===== config.mk =====
export PLATFORM = sky130hd
export DESIGN_NAME = bencode_integer_parser
export DESIGN_NICKNAME = d
export VERILOG_FILES = /design/src/rtl/bip_pkg.sv /design/src/rtl/bip_step.sv /design/src/rtl/bencode_integer_parser.sv
export VERILOG_INCLUDE_DIRS = /design/src /design/src/rtl
export SDC_FILE = /design/constraint.sdc
export NUM_CORES = 1
export LEC_CHECK = 0
export BUFFER_PORTS_ARGS = -buffer_cell sky130_fd_sc_hd__buf_4
export CAP_MARGIN = 40
export CORE_MARGIN = 2
export CORE_UTILIZATION = 56
export DETAILED_ROUTE_END_ITERATION = 8
export PLACE_DENSITY = 0.81
export SLEW_MARGIN = 25
export SYNTH_ARGS = -nofsm -noshare
export SYNTH_HDL_FRONTEND = slang
export SYNTH_HIERARCHICAL = 1
export SYNTH_SLANG_ARGS = --single-unit

===== constraint.sdc =====
create_clock -name clk -period 8.57 [get_ports clk]
set_input_delay 0.4285 -clock clk [delete_from_list [all_inputs] [get_ports clk]]
set_output_delay 0.4285 -clock clk [all_outputs]
set_load 0.01 [all_outputs]

===== src/rtl/bencode_integer_parser_defines.svh =====
// assertion macros for the bencode integer parser
// used by bencode_integer_parser.sv; expects clk and arst_n in scope
`ifndef BENCODE_INTEGER_PARSER_DEFINES_SVH
`define BENCODE_INTEGER_PARSER_DEFINES_SVH

// same-cycle implication, checked only out of reset
`define BIP_ASSERT_NOW(lbl, ante, cons, msg) \
	lbl: assert property (@(posedge clk) disable iff (!arst_n) (ante) |-> (cons)) \
		else $error(msg);

// next-cycle implication, checked only out of reset
`define BIP_ASSERT_NEXT(lbl, ante, cons, msg) \
	lbl: assert property (@(posedge clk) disable iff (!arst_n) (ante) |=> (cons)) \
		else $error(msg);

`endif


===== src/rtl/bip_pkg.sv =====
// shared types, character codes and status codes of the bencode integer parser
// no dependencies
`default_nettype none

package bip_pkg;

	localparam int unsigned MAX_BODY_BYTES_DEF = 19;
	// body counter width, covers the default body length limit (limits up to 31)
	localparam int unsigned CNT_W = 5;
	localparam int unsigned VAL_W = 64;

	localparam logic [7:0] CH_START = 8'h69;
	localparam logic [7:0] CH_END   = 8'h65;
	localparam logic [7:0] CH_MINUS = 8'h2D;
	localparam logic [7:0] CH_ZERO  = 8'h30;
	localparam logic [7:0] CH_NINE  = 8'h39;

	typedef enum logic [2:0] {
		ST_OK        = 3'd0,
		ST_NOT_INT   = 3'd1,
		ST_EOS       = 3'd2,
		ST_TOO_LONG  = 3'd3,
		ST_NO_DIGITS = 3'd4,
		ST_OVERFLOW  = 3'd5
	} status_t;

	typedef struct packed {
		logic             in_token;
		logic [CNT_W-1:0] body_count;
		logic [VAL_W-1:0] magnitude;
		logic             negative;
		logic             scanning;
		logic             digit_seen;
		logic             overflowed;
	} tok_state_t;

	typedef struct packed {
		logic             valid;
		logic [VAL_W-1:0] value;
		status_t          status;
	} tok_result_t;

	function automatic tok_state_t clear_body(input logic in_tok);
		tok_state_t s;
		s.in_token   = in_tok;
		s.body_count = '0;
		s.magnitude  = '0;
		s.negative   = 1'b0;
		s.scanning   = 1'b1;
		s.digit_seen = 1'b0;
		s.overflowed = 1'b0;
		return s;
	endfunction

endpackage

`default_nettype wire


===== src/rtl/bip_step.sv =====
// one-word update of the token state and the result it causes
// depends on bip_pkg
`default_nettype none

module bip_step #(
	parameter int unsigned MAX_BODY_BYTES = bip_pkg::MAX_BODY_BYTES_DEF
) (
	input  bip_pkg::tok_state_t  cur,
	input  logic [7:0]           byte_in,
	input  logic                 end_of_stream,
	output bip_pkg::tok_state_t  nxt,
	output bip_pkg::tok_result_t res
);
	import bip_pkg::*;

	logic [VAL_W-1:0] prod;

	// magnitude*10 + digit as two shifts and two adds
	assign prod = {cur.magnitude[VAL_W-4:0], 3'b000} + {cur.magnitude[VAL_W-2:0], 1'b0}
		+ VAL_W'(byte_in[3:0]);

	always_comb begin
		nxt        = cur;
		res.valid  = 1'b0;
		res.value  = '0;
		res.status = ST_OK;
		if (!cur.in_token) begin
			if (end_of_stream) begin
				res.valid  = 1'b1;
				res.status = ST_EOS;
			end else if (byte_in == CH_START) begin
				nxt = clear_body(1'b1);
			end else begin
				res.valid  = 1'b1;
				res.status = ST_NOT_INT;
			end
		end else if (end_of_stream) begin
			nxt        = clear_body(1'b0);
			res.valid  = 1'b1;
			res.status = ST_EOS;
		end else if (byte_in == CH_END) begin
			nxt       = clear_body(1'b0);
			res.valid = 1'b1;
			if (cur.overflowed) begin
				res.status = ST_OVERFLOW;
			end else if (!cur.digit_seen) begin
				res.status = ST_NO_DIGITS;
			end else begin
				res.status = ST_OK;
				res.value  = cur.negative ? (VAL_W'(0) - cur.magnitude) : cur.magnitude;
			end
		end else if (cur.body_count >= CNT_W'(MAX_BODY_BYTES)) begin
			nxt        = clear_body(1'b0);
			res.valid  = 1'b1;
			res.status = ST_TOO_LONG;
		end else begin
			if (cur.body_count == '0 && byte_in == CH_MINUS) begin
				nxt.negative = 1'b1;
			end else if (cur.scanning) begin
				if (byte_in inside {[CH_ZERO:CH_NINE]}) begin
					nxt.magnitude  = prod;
					nxt.digit_seen = 1'b1;
					if (prod[VAL_W-1]) begin
						nxt.overflowed = 1'b1;
						nxt.scanning   = 1'b0;
					end
				end else begin
					nxt.scanning = 1'b0;
				end
			end
			nxt.body_count = cur.body_count + CNT_W'(1);
		end
	end

endmodule

`default_nettype wire


===== src/rtl/bencode_integer_parser.sv =====
// Bencode integer parser: takes one stream byte per word (or an end-of-stream
// marker) and, for each token "i[-]digits e", a stray byte, an over-long
// body or an end of stream, delivers one word with a signed 64-bit value and a
// status (0 ok, 1 not an integer token, 2 stream ended, 3 too long, 4 no digits,
// 5 overflow). One byte is accepted every cycle unless input is held; a byte
// passes the input register, its result the output register. The rate is set
// by the token state register, which takes the x10-plus-digit add and the flag
// updates together. Input is held only when a result waits in the output
// register and the byte in the input register would produce another one.
// depends on bip_pkg, bip_step and bencode_integer_parser_defines.svh
`default_nettype none
`include "bencode_integer_parser_defines.svh"

module bencode_integer_parser #(
	parameter int unsigned MAX_BODY_BYTES = bip_pkg::MAX_BODY_BYTES_DEF
) (
	input  logic               clk,
	input  logic               arst_n,
	input  logic               in_valid,
	output logic               in_ready,
	input  logic [7:0]         byte_in,
	input  logic               end_of_stream,
	output logic               out_valid,
	input  logic               out_ready,
	output logic signed [63:0] value,
	output logic [2:0]         status
);
	import bip_pkg::*;

	logic        vld_s1;
	logic [7:0]  byte_s1;
	logic        eos_s1;
	tok_state_t  state_q;
	tok_state_t  state_nxt;
	tok_result_t res;
	logic        fire;
	logic        out_valid_q;
	logic [VAL_W-1:0] value_q;
	status_t     status_q;

	bip_step #(
		.MAX_BODY_BYTES(MAX_BODY_BYTES)
	) u_step (
		.cur          (state_q),
		.byte_in      (byte_s1),
		.end_of_stream(eos_s1),
		.nxt          (state_nxt),
		.res          (res)
	);

	// the registered word moves on unless its result has nowhere to go
	assign fire     = vld_s1 && (!res.valid || !out_valid_q || out_ready);
	assign in_ready = !vld_s1 || fire;

	always_ff @(posedge clk or negedge arst_n) begin
		if (!arst_n) begin
			vld_s1 <= 1'b0;
		end else if (in_valid && in_ready) begin
			vld_s1 <= 1'b1;
		end else if (fire) begin
			vld_s1 <= 1'b0;
		end
	end

	always_ff @(posedge clk) begin
		if (in_valid && in_ready) begin
			byte_s1 <= byte_in;
			eos_s1  <= end_of_stream;
		end
	end

	always_ff @(posedge clk or negedge arst_n) begin
		if (!arst_n) begin
			state_q <= clear_body(1'b0);
		end else if (fire) begin
			state_q <= state_nxt;
		end
	end

	always_ff @(posedge clk or negedge arst_n) begin
		if (!arst_n) begin
			out_valid_q <= 1'b0;
		end else if (fire && res.valid) begin
			out_valid_q <= 1'b1;
		end else if (out_ready) begin
			out_valid_q <= 1'b0;
		end
	end

	always_ff @(posedge clk) begin
		if (fire && res.valid) begin
			value_q  <= res.value;
			status_q <= res.status;
		end
	end

	assign out_valid = out_valid_q;
	assign value     = $signed(value_q);
	assign status    = status_q;

	`BIP_ASSERT_NOW(a_value_zero_unless_ok, out_valid_q && status_q != ST_OK, value_q == '0, "nonzero value with error status")
	`BIP_ASSERT_NOW(a_idle_body_clear, !state_q.in_token, state_q.body_count == '0 && state_q.magnitude == '0 && !state_q.overflowed, "body state not cleared outside a token")
	`BIP_ASSERT_NOW(a_count_bound, 1'b1, state_q.body_count <= CNT_W'(MAX_BODY_BYTES), "body count past limit")
	`BIP_ASSERT_NEXT(a_no_lost_result, out_valid_q && !out_ready, out_valid_q, "pending result dropped")

endmodule

`default_nettype wire

; Word level (Yosys, flattened, before mapping)
; Index checks and enable logic that the tools add are counted.
[totals]
output_inout_bits = 69
register_bits = 152
inputBits = 13
[classes]
addsub = 4
n_reduce_logical = 21
order_cmp = 3
eq_ne = 9
muxes = 36
bitwise = 3
[op_table]
columns = cell, count
row1 = 74-bit 2-to-1 mux, 5
row2 = 64-bit 2-to-1 mux, 4
row3 = 73-bit 2-to-1 mux, 1
row4 = 64-bit by 4-bit adder with 64-bit output, 1
row5 = 64-bit adder, 1
row6 = "1-bit by 64-bit subtractor with 64-bit output, first input constant", 1
row7 = 3-bit 2-to-1 mux, 8
row8 = "8-bit by 7-bit equality test with 1-bit output, second input constant", 2
row9 = 1-bit 2-to-1 mux, 16
row10 = "5-bit by 2-bit inequality test with 1-bit output, second input constant", 3
row11 = "5-bit by 3-bit inequality test with 1-bit output, second input constant", 2
row12 = "8-bit by 6-bit equality test with 1-bit output, second input constant", 1
row13 = "8-bit by 6-bit >= comparator with 1-bit output, second input constant", 1
row14 = "8-bit by 6-bit <= comparator with 1-bit output, second input constant", 1
row15 = 4-bit AND reduction, 2
row16 = 7-bit AND reduction, 1
row17 = 6-bit AND reduction, 1
row18 = 2-bit nonzero test, 3
row19 = "5-bit by 1-bit adder with 5-bit output, second input constant", 1
row20 = "5-bit >= comparator, second input constant", 1
row21 = 1-bit logical AND, 5
row22 = 5-bit logical NOT, 1
row23 = 5-bit OR reduction, 1
row24 = 2-bit 2-to-1 mux, 2
row25 = other kinds (5), 11

; Logic depth before layout (Yosys ltp)
; Gate-level depths: netlist of the first run.
[logic_depth]
ltp_word = 12
mapped_depth = 16
mapped_depth_nobuf = 15

; Modules after synthesis
; Netlist of the first run, hierarchy kept.
[by_module_without_submodules]
columns = mod, area_per_inst_um2, seq_area_each_um2, n_inst, cells_each
row1 = bip_step, 7239.4, 0.0, 1, 1112
row2 = bencode_integer_parser, 6497.5, 4185.3, 1, 505

; Least setup slack after synthesis of the first run
; OpenSTA, ideal clock, no wires.
[synth_path]
kind = flip-flop to flip-flop
from = reg byte_s1[4]
to = reg status_q[0] (netlist: status[0]), enable pin
path_stages_with_launch = 9
setup_slack_ps = 3701
arrival_ps = 4377
required_ps = 8078
setup_time_ps = 492
path_cell_list = edfxtp_1 nor4bb_1 nand4_1 a31oi_1 nor2_1 inv_1 buf_4 nand2_1 nor2_1
[synth_rtl]
columns = element, line_no
row1 = from (decl), bencode_integer_parser.sv:31  ; logic [7:0] byte_s1;
row2 = from (signal assigned), bencode_integer_parser.sv:67  ; byte_s1 <= byte_in;
row3 = to (signal assigned), bencode_integer_parser.sv:93  ; status_q <= res.status;
row4 = to (decl), bencode_integer_parser.sv:39  ; status_t status_q;

; Final worst setup path of the first run
[layout_path]
from = reg state_q[4] (netlist name)
to = reg value_q[62] (netlist: value[62]), data pin
[layout_via]
elab_chain_cells = 2
[layout_lines]
columns = element, line_no
row1 = from (decl), bencode_integer_parser.sv:33  ; tok_state_t state_q;
row2 = from (signal assigned), bencode_integer_parser.sv:74  ; state_q <= clear_body(1'b0);
row3 = from (signal assigned), bencode_integer_parser.sv:76  ; state_q <= state_nxt;
row4 = 1-bit by 64-bit subtractor with 64-bit output, bip_step.sv:50  ; res.value = cur.negative ? (VAL_W'(0) - cur.magnitude) : cur.magnitude;
row5 = 64-bit 2-to-1 mux, bip_step.sv:50
row6 = to (signal assigned), bencode_integer_parser.sv:92  ; value_q <= res.value;
row7 = to (decl), bencode_integer_parser.sv:38  ; logic [VAL_W-1:0] value_q;
; No other way between the ends.
; A chain may end at the register's enable or synchronous reset.

==> results.py, run 1 <==
metrics = {
    "sta": {
        "fmax_mhz": 238,
        "grt_setup_unrepaired": "no",
        "timing.slew.headroom_pct": 39.0,
        "tns_ps": 0,
        "finClkSkew_ps": 21.2,
        "slew_viol_final": 0,
        "worst_pin_slew_ps": 907,
        "min_period_over_period_pct": 49.0,
        "setup_viol": 0,
        "hold_viol_final": 0,
        "fin_ws_ps": 4370,
        "fin_crit_ps": 4200,
    },
    "cells_and_area": {
        "final_common_cell": "nand2_1",
        "seqCellArea_mm2": 0.00419,
        "num-fill-cells": 2046,
        "syn2layout_area_growth_pct": 9.86,
        "multi_input_area_mm2": 0.00896,
        "nNetsFinal": 1764,
        "mostFrequentLayoutCells": "nand2_1, o21ai_0, ha_1",
        "finish.utilization_pct": 62.4,
        "antennaDiodeCount": 0,
        "layout-drive-gt1-share_pct": 9.84,
    },
    "global_route": {
        "grt_pass1_vias": 11600,
        "grt_pass1_wl_um": 59700,
        "antenna_found_initial": 0,
        "overflow": 0,
        "grt_max_degree": 78,
        "grt_use_total_pct": 28.1,
    },
    "drt": {
        "antenna_left": 0,
        "drc": 0,
        "wirelength_um": 36000,
        "wl_per_cell_um": 18.3,
        "firstDrtPassIters": 6,
        "vias": 12300,
        "vias_per_cell": 6.28,
        "drt_iter0_drc": 1066,
    },
    "worst_setup_path": {
        "path_max_fanout": 6,
        "crit_path_max_incr_delay_ps": 800,
        "r2r-end": "value[62]$_DFFE_PP_",
        "crit_arrival_ps": 4350,
        "r2r_setup_slack_ps": 4370,
        "critPathTopFamily": "simple AND/OR/NAND/NOR gates",
        "critPathKind": "flop to flop",
        "end_kind": "flop",
        "path_buf_inv": 1,
        "worstRegToRegCells": 11,
        "crit_chain": "inv_1 -> ha_1 -> nor4b_1 -> nand4b_1 -> nor4_1 -> nand3_1 -> nor3_1 -> nand2_1 -> o41ai_1 -> xor2_1 -> nor2_1",
        "cp_data_required_time_ps": 8730,
        "crit_path_start_kind": "flop",
        "critPathSlowestCell": "nor4_1",
        "r2r-start": "state_q[4]$_DFFE_PN0P_",
    },
    "clocking": {
        "cts_setup_buffers": 0,
        "cts_resized": 0,
        "cts_buffer_depth": 2,
        "clkTransAtPathRegs_ps": 80,
        "root_buffer": "clkbuf_16",
        "cts_tree": "yes",
        "cts_hold_buf": 1,
        "htree_levels": 4,
        "numClockSinks": 152,
        "cts-buffers-inserted": 17,
        "clkLatencyLatePin_ps": 450,
    },
    "job": {
        "maxCapViolCount": 0,
    },
    "logic_synthesis": {
        "synth_async_sr_flop_share_pct": 50.0,
        "netlist_instances": 1617,
        "synth-edff-count": 76,
        "syn_nets": 1757,
        "yosysSeqAreaShare_pct": 30.5,
        "ys_seq_elements": 152,
        "yosys_warnings": 6,
        "synth-main-ff-cell": "edfxtp_1",
        "syn_area_mm2": 0.0137,
        "synth_cell_types": 76,
        "synth_area_per_cell_um2": 8.50,
    },
    "placed_design": {
        "hpwl_um": 24700,
        "dp_slack_ps": 4390,
        "gp_congestion": 0.962,
        "io_buffers": 81,
    },
    "die": {
        "row_count": 57,
        "ios": 82,
        "die_area_mm2": 0.0258,
        "fp.dieW_um": 161,
        "core-area_mm2": 0.0242,
        "start_util_pct": 56.8,
        "die_h_um": 161,
    },
    "pwr": {
        "power.density_mw_per_mm2": 378,
        "peakVddDrop_mv": 0.151,
        "static-leakage-power_nw": 6.20,
    },
    "hold_path": {
        "hold_path.class": "input port to flop",
        "hold_end": "eos_s1$_DFFE_PP_",
        "min_from": "end_of_stream",
        "holdPathStages": 1,
    },
    "run_status": {
        "status": "completed",
    },
}
==> kinds of logic after synthesis <==
kind of cell             share of synthesized area, %
buffers and inverters                            4.50
multiplexers                                    0.146
AND/OR/NAND/NOR                                  24.5
flip-flops                                       30.5
XOR/XNOR                                         7.59
adder cells (fa/ha/maj)                          11.7
AO/OA/AOI/OAI                                    21.2
==> cells in the mapped netlist, types with 26 or more instances <==
library cell,number,share of area [%]
a21o_1,26,1.4
clkbuf_1,76,2.1
dfrtp_1,75,14
xnor2_1,27,1.7
o211ai_1,72,3.9
o21ai_0,125,4.6
nand3_1,26,0.95
a21oi_1,89,3.2
nor2_1,112,3.1
edfxtp_1,76,17
ha_1,125,11
nand4b_1,76,4.8
nand2b_1,83,3.8
o31ai_1,27,1.5
xor2_1,92,5.9
nand2_1,226,6.2
inv_1,33,0.90
==> registers in the layout, summed over array words and instances (netlist names) <==
name and flops:
state_q 74, status 3, byte_s1 8, eos_s1 1, value 64, vld_s1 1, out_valid 1
==> layer usage <==
layer | vias to the layer above | track usage, % | part of all wire, %
li1 | 5968 | - | -
met2 | 449 | 45.6 | 47
met3 | 36 | 3.20 | 5.6
met5 | - | 0 | 0
met1 | 5865 | 39.6 | 46
met4 | 0 | 8.72 | 1.6
==> per-stage QoR <==
stage	power (mW)	cell area, um2	hold slack [ps]	instances
finish	5.70	15100	160	1961
global route	6.18	15100	149	1961
global placement	4.69	14300	514	1923
CTS	5.63	15100	150	1960
floorplan	3.94	13700	133	1617
detailed placement	4.77	14400	430	1927
==> where the power goes <==
group / leakage [nW] / internal [mW] / total, mW / switching (mW)
Combinational: 4.16 / 1.36 / 3.39 / 2.03
Clock: 0.311 / 0.472 / 0.838 / 0.366
Sequential: 1.72 / 0.994 / 1.47 / 0.480
==> worst max-delay path by stage <==
stage          slack (ps)              startpoint                       to  cells after the start
2_1_floorplan        3700    byte_s1[4]$_DFFE_PP_      status[0]$_DFFE_PP_                      8
3_5_place_dp         4390  state_q[6]$_DFFE_PN0P_  state_q[60]$_DFFE_PN0P_                     14
6_report             4370  state_q[4]$_DFFE_PN0P_      value[62]$_DFFE_PP_                     11
3_3_place_gp         4410  state_q[6]$_DFFE_PN0P_  state_q[64]$_DFFE_PN0P_                     14
5_1_grt              4030  state_q[4]$_DFFE_PN0P_  state_q[62]$_DFFE_PN0P_                     14
4_1_cts              4370  state_q[6]$_DFFE_PN0P_  state_q[60]$_DFFE_PN0P_                     14
==> layout make-up <==
type	instances	area share [%]
timing repair buffer	95	5.17
multi-input combinational	1325	59.4
clock inverter	15	1.35
inverter	33	0.821
tap	324	2.69
sequential	152	27.8
clock buffer	17	2.82
No activity file was read; power rests on OpenSTA's default activity.
==> run 2: changes to the inputs <==
- ABC_AREA: not set -> 1
- clock period: 8.57 -> 4.1 ns (I/O delays scaled with it)
==> run 2 against run 1 <==
Synthesized cell count rose by 48%; power decreased by 33%; setup slack got worse by 3700 ps; critical path type unchanged.
==> results.py, run 2 <==
metrics = {
    "cells_and_area": {
        "largest_register_ffs": 74,
        "finish.utilization_pct": 63.2,
        "syn2layout_area_growth_pct": 10.5,
        "top_register": "state_q",
        "nNetsFinal": 2605,
        "mostFrequentLayoutCells": "nand2_1, inv_1, nor2_1",
        "layout-drive-gt1-share_pct": 7.67,
        "final_common_cell": "nand2_1",
    },
    "drt": {
        "met2_length_um": 22100,
        "wirelength_um": 53500,
        "met1_length_um": 23400,
        "drt_iter0_drc": 2478,
        "wl_per_cell_um": 19.0,
        "vias_per_cell": 5.85,
        "antenna_left": 0,
        "drc": 0,
        "firstDrtPassIters": 6,
        "vias": 16500,
        "top_layer_used": "met4",
        "wl_met3_um": 6500,
    },
    "clocking": {
        "root_buffer": "clkbuf_16",
        "clkLatencyLatePin_ps": 450,
        "cts_buffer_depth": 2,
        "clkTransAtPathRegs_ps": 80,
        "htree_levels": 4,
        "cts_setup_buffers": 0,
        "cts-buffers-inserted": 17,
        "numClockSinks": 152,
        "cts_tree": "yes",
    },
    "pwr": {
        "peakVddDrop_mv": 0.285,
        "power.density_mw_per_mm2": 232,
        "static-leakage-power_nw": 9.12,
    },
    "placed_design": {
        "io_buffers": 81,
        "gp_congestion": 1.06,
        "hpwl_um": 41200,
    },
    "logic_synthesis": {
        "yosys-top-cells-area": "nand2_1, edfxtp_1, dfrtp_1, ha_1, inv_1",
        "synthTopCellsByCount": "nand2_1, inv_1, nor2_1",
        "synth-main-ff-cell": "edfxtp_1",
        "synth_cell_types": 51,
        "synth_xor_area_share_pct": 0.759,
        "synth_area_per_cell_um2": 6.26,
        "ys_seq_elements": 152,
        "synthMuxAreaShare_pct": 0,
        "synth_top_family_by_area": "simple AND/OR/NAND/NOR gates",
        "syn_nets": 2534,
        "synth_adder_area_share_pct": 10.7,
        "synth_async_sr_flop_share_pct": 50.0,
        "synth_compound_area_share_pct": 11.0,
        "synth-edff-count": 76,
        "synth_top_area_share_pct": 20.8,
        "netlist_instances": 2394,
        "yosysMostFrequentCell": "nand2_1",
        "yosysTopAreaCell": "nand2_1",
        "syn_area_mm2": 0.0150,
        "yosys_warnings": 6,
        "synthSimpleGateAreaFrac_pct": 38.2,
        "yosysSeqAreaShare_pct": 27.9,
    },
    "worst_setup_path": {
        "path_max_fanout": 34,
        "end_kind": "flop",
        "critPathKind": "flop to flop",
        "crit_arrival_ps": 3540,
        "cp_data_required_time_ps": 4230,
        "crit_path_start_kind": "flop",
    },
    "global_route": {
        "antenna_found_initial": 0,
        "overflow": 0,
        "grt_max_degree": 72,
        "grt_use_total_pct": 38.3,
        "grt_pass1_vias": 15000,
        "grt_pass1_wl_um": 82800,
    },
    "sta": {
        "min_period_over_period_pct": 83.0,
        "hold_viol_final": 0,
        "grt_setup_unrepaired": "no",
        "worst_pin_slew_ps": 822,
        "timing.slew.headroom_pct": 45.2,
        "fmax_mhz": 294,
        "fin_crit_ps": 3400,
        "finClkSkew_ps": 20.4,
        "hold_slack_ps": 70.4,
        "setup_viol": 0,
        "tns_ps": 0,
        "slew_viol_final": 0,
    },
    "job": {
        "maxCapViolCount": 0,
    },
    "die": {
        "core-area_mm2": 0.0262,
        "die_h_um": 168,
        "die_area_mm2": 0.0281,
        "row_count": 59,
        "fp.dieW_um": 168,
        "ios": 82,
        "start_util_pct": 57.2,
    },
    "run_status": {
        "status": "completed",
    },
    "hold_path": {
        "hold_path.class": "input port to flop",
    },
}
run 2: cell types whose count changed in the layout (fill, tap and decap cells not counted), moves of 21 or more:
cell	before	now
a21o_1	26	1
or3_1	21	0
nand4b_1	76	0
xnor2_1	27	6
inv_1	32	357
o211ai_1	72	1
nand2b_1	83	0
o31ai_1	27	4
xor2_1	92	7
nor2_1	111	206
a21oi_1	89	142
nand2_1	226	829
nand3_1	26	205
run 2: final timing paths:
| kind | startpoint | end | slack, ps | depth (start not counted) |
|---|---|---|---|---|
| worst max-delay path | byte_s1[1]$_DFFE_PP_ | value[47]$_DFFE_PP_ | 700 | 12 |
| worst min-delay path | out_ready | out_valid$_DFFE_PN0P_ | 70 | 4 |
| worst max register to register | byte_s1[1]$_DFFE_PP_ | value[47]$_DFFE_PP_ | 700 | 12 |
| worst min register to register | state_q[2]$_DFFE_PN1P_ | state_q[2]$_DFFE_PN1P_ | 500 | 2 |
| max in group asynchronous | arst_n | state_q[47]$_DFFE_PN0P_ | 2810 | 3 |
| min in group asynchronous | arst_n | state_q[69]$_DFFE_PN0P_ | 300 | 2 |
run 2: metrics by stage:
step	setup slack, ps	total power [mW]	area, um2	instances
2_1_floorplan	726	2.00	15000	2394
3_3_place_gp	961	2.19	15900	2770
3_5_place_dp	805	2.20	15900	2770
6_report	697	3.84	16600	2814
5_1_grt	546	3.95	16600	2813
4_1_cts	773	3.85	16600	2813
run 2: cells by family after synthesis:
logic type,count (synthesis)
and+or+nand+nor,1362
adders and majority gates,127
buffers and inverters,426
xor gates and xnor gates,13
AOI/OAI and AO/OA,314
DFF,152
run 2: layer usage:
metal	vias up	global-route usage (%)
met2	980	56.9
met5	-	0
met4	0	11.5
li1	7838	-
met3	112	9.74
met1	7524	54.9
run 2: repair_timing:
item,in CTS,in global routing
gates resized for setup,0,0
hold buffers,11,0
hold endpoints to repair,46,0
setup endpoints to repair,0,0
run 2: final cells by class:
class / instances / area (um2)
Inverter: 367 / 1380
Multi-Input combinational cell: 1816 / 9100
Fill cell: 2509 / 9640
Clock inverter: 14 / 151
Sequential cell: 152 / 4190
Clock buffer: 18 / 439
Antenna cell: 1 / 2.50
Tap cell: 335 / 419
Timing Repair Buffer: 111 / 886
run 2: critical path, cell delays in order, from the launching register on:
cell and delay [ps]:
edfxtp_1 440, nor2_2 190, nand3_1 100, nor2_1 170, inv_1 90, nand2_1 110
inv_2 50, nand2_4 390, o21ai_0 290, inv_1 190, nand3_1 150, inv_2 570
buf_12 290
run 2: report_power, final:
part | internal (mW) | leakage (nW) | switching (mW)
sequential | 1.71 | 1.81 | 0.0526
clock | 0.837 | 0.289 | 0.823
combinational | 0.148 | 7.02 | 0.271
total | 2.69 | 9.12 | 1.15
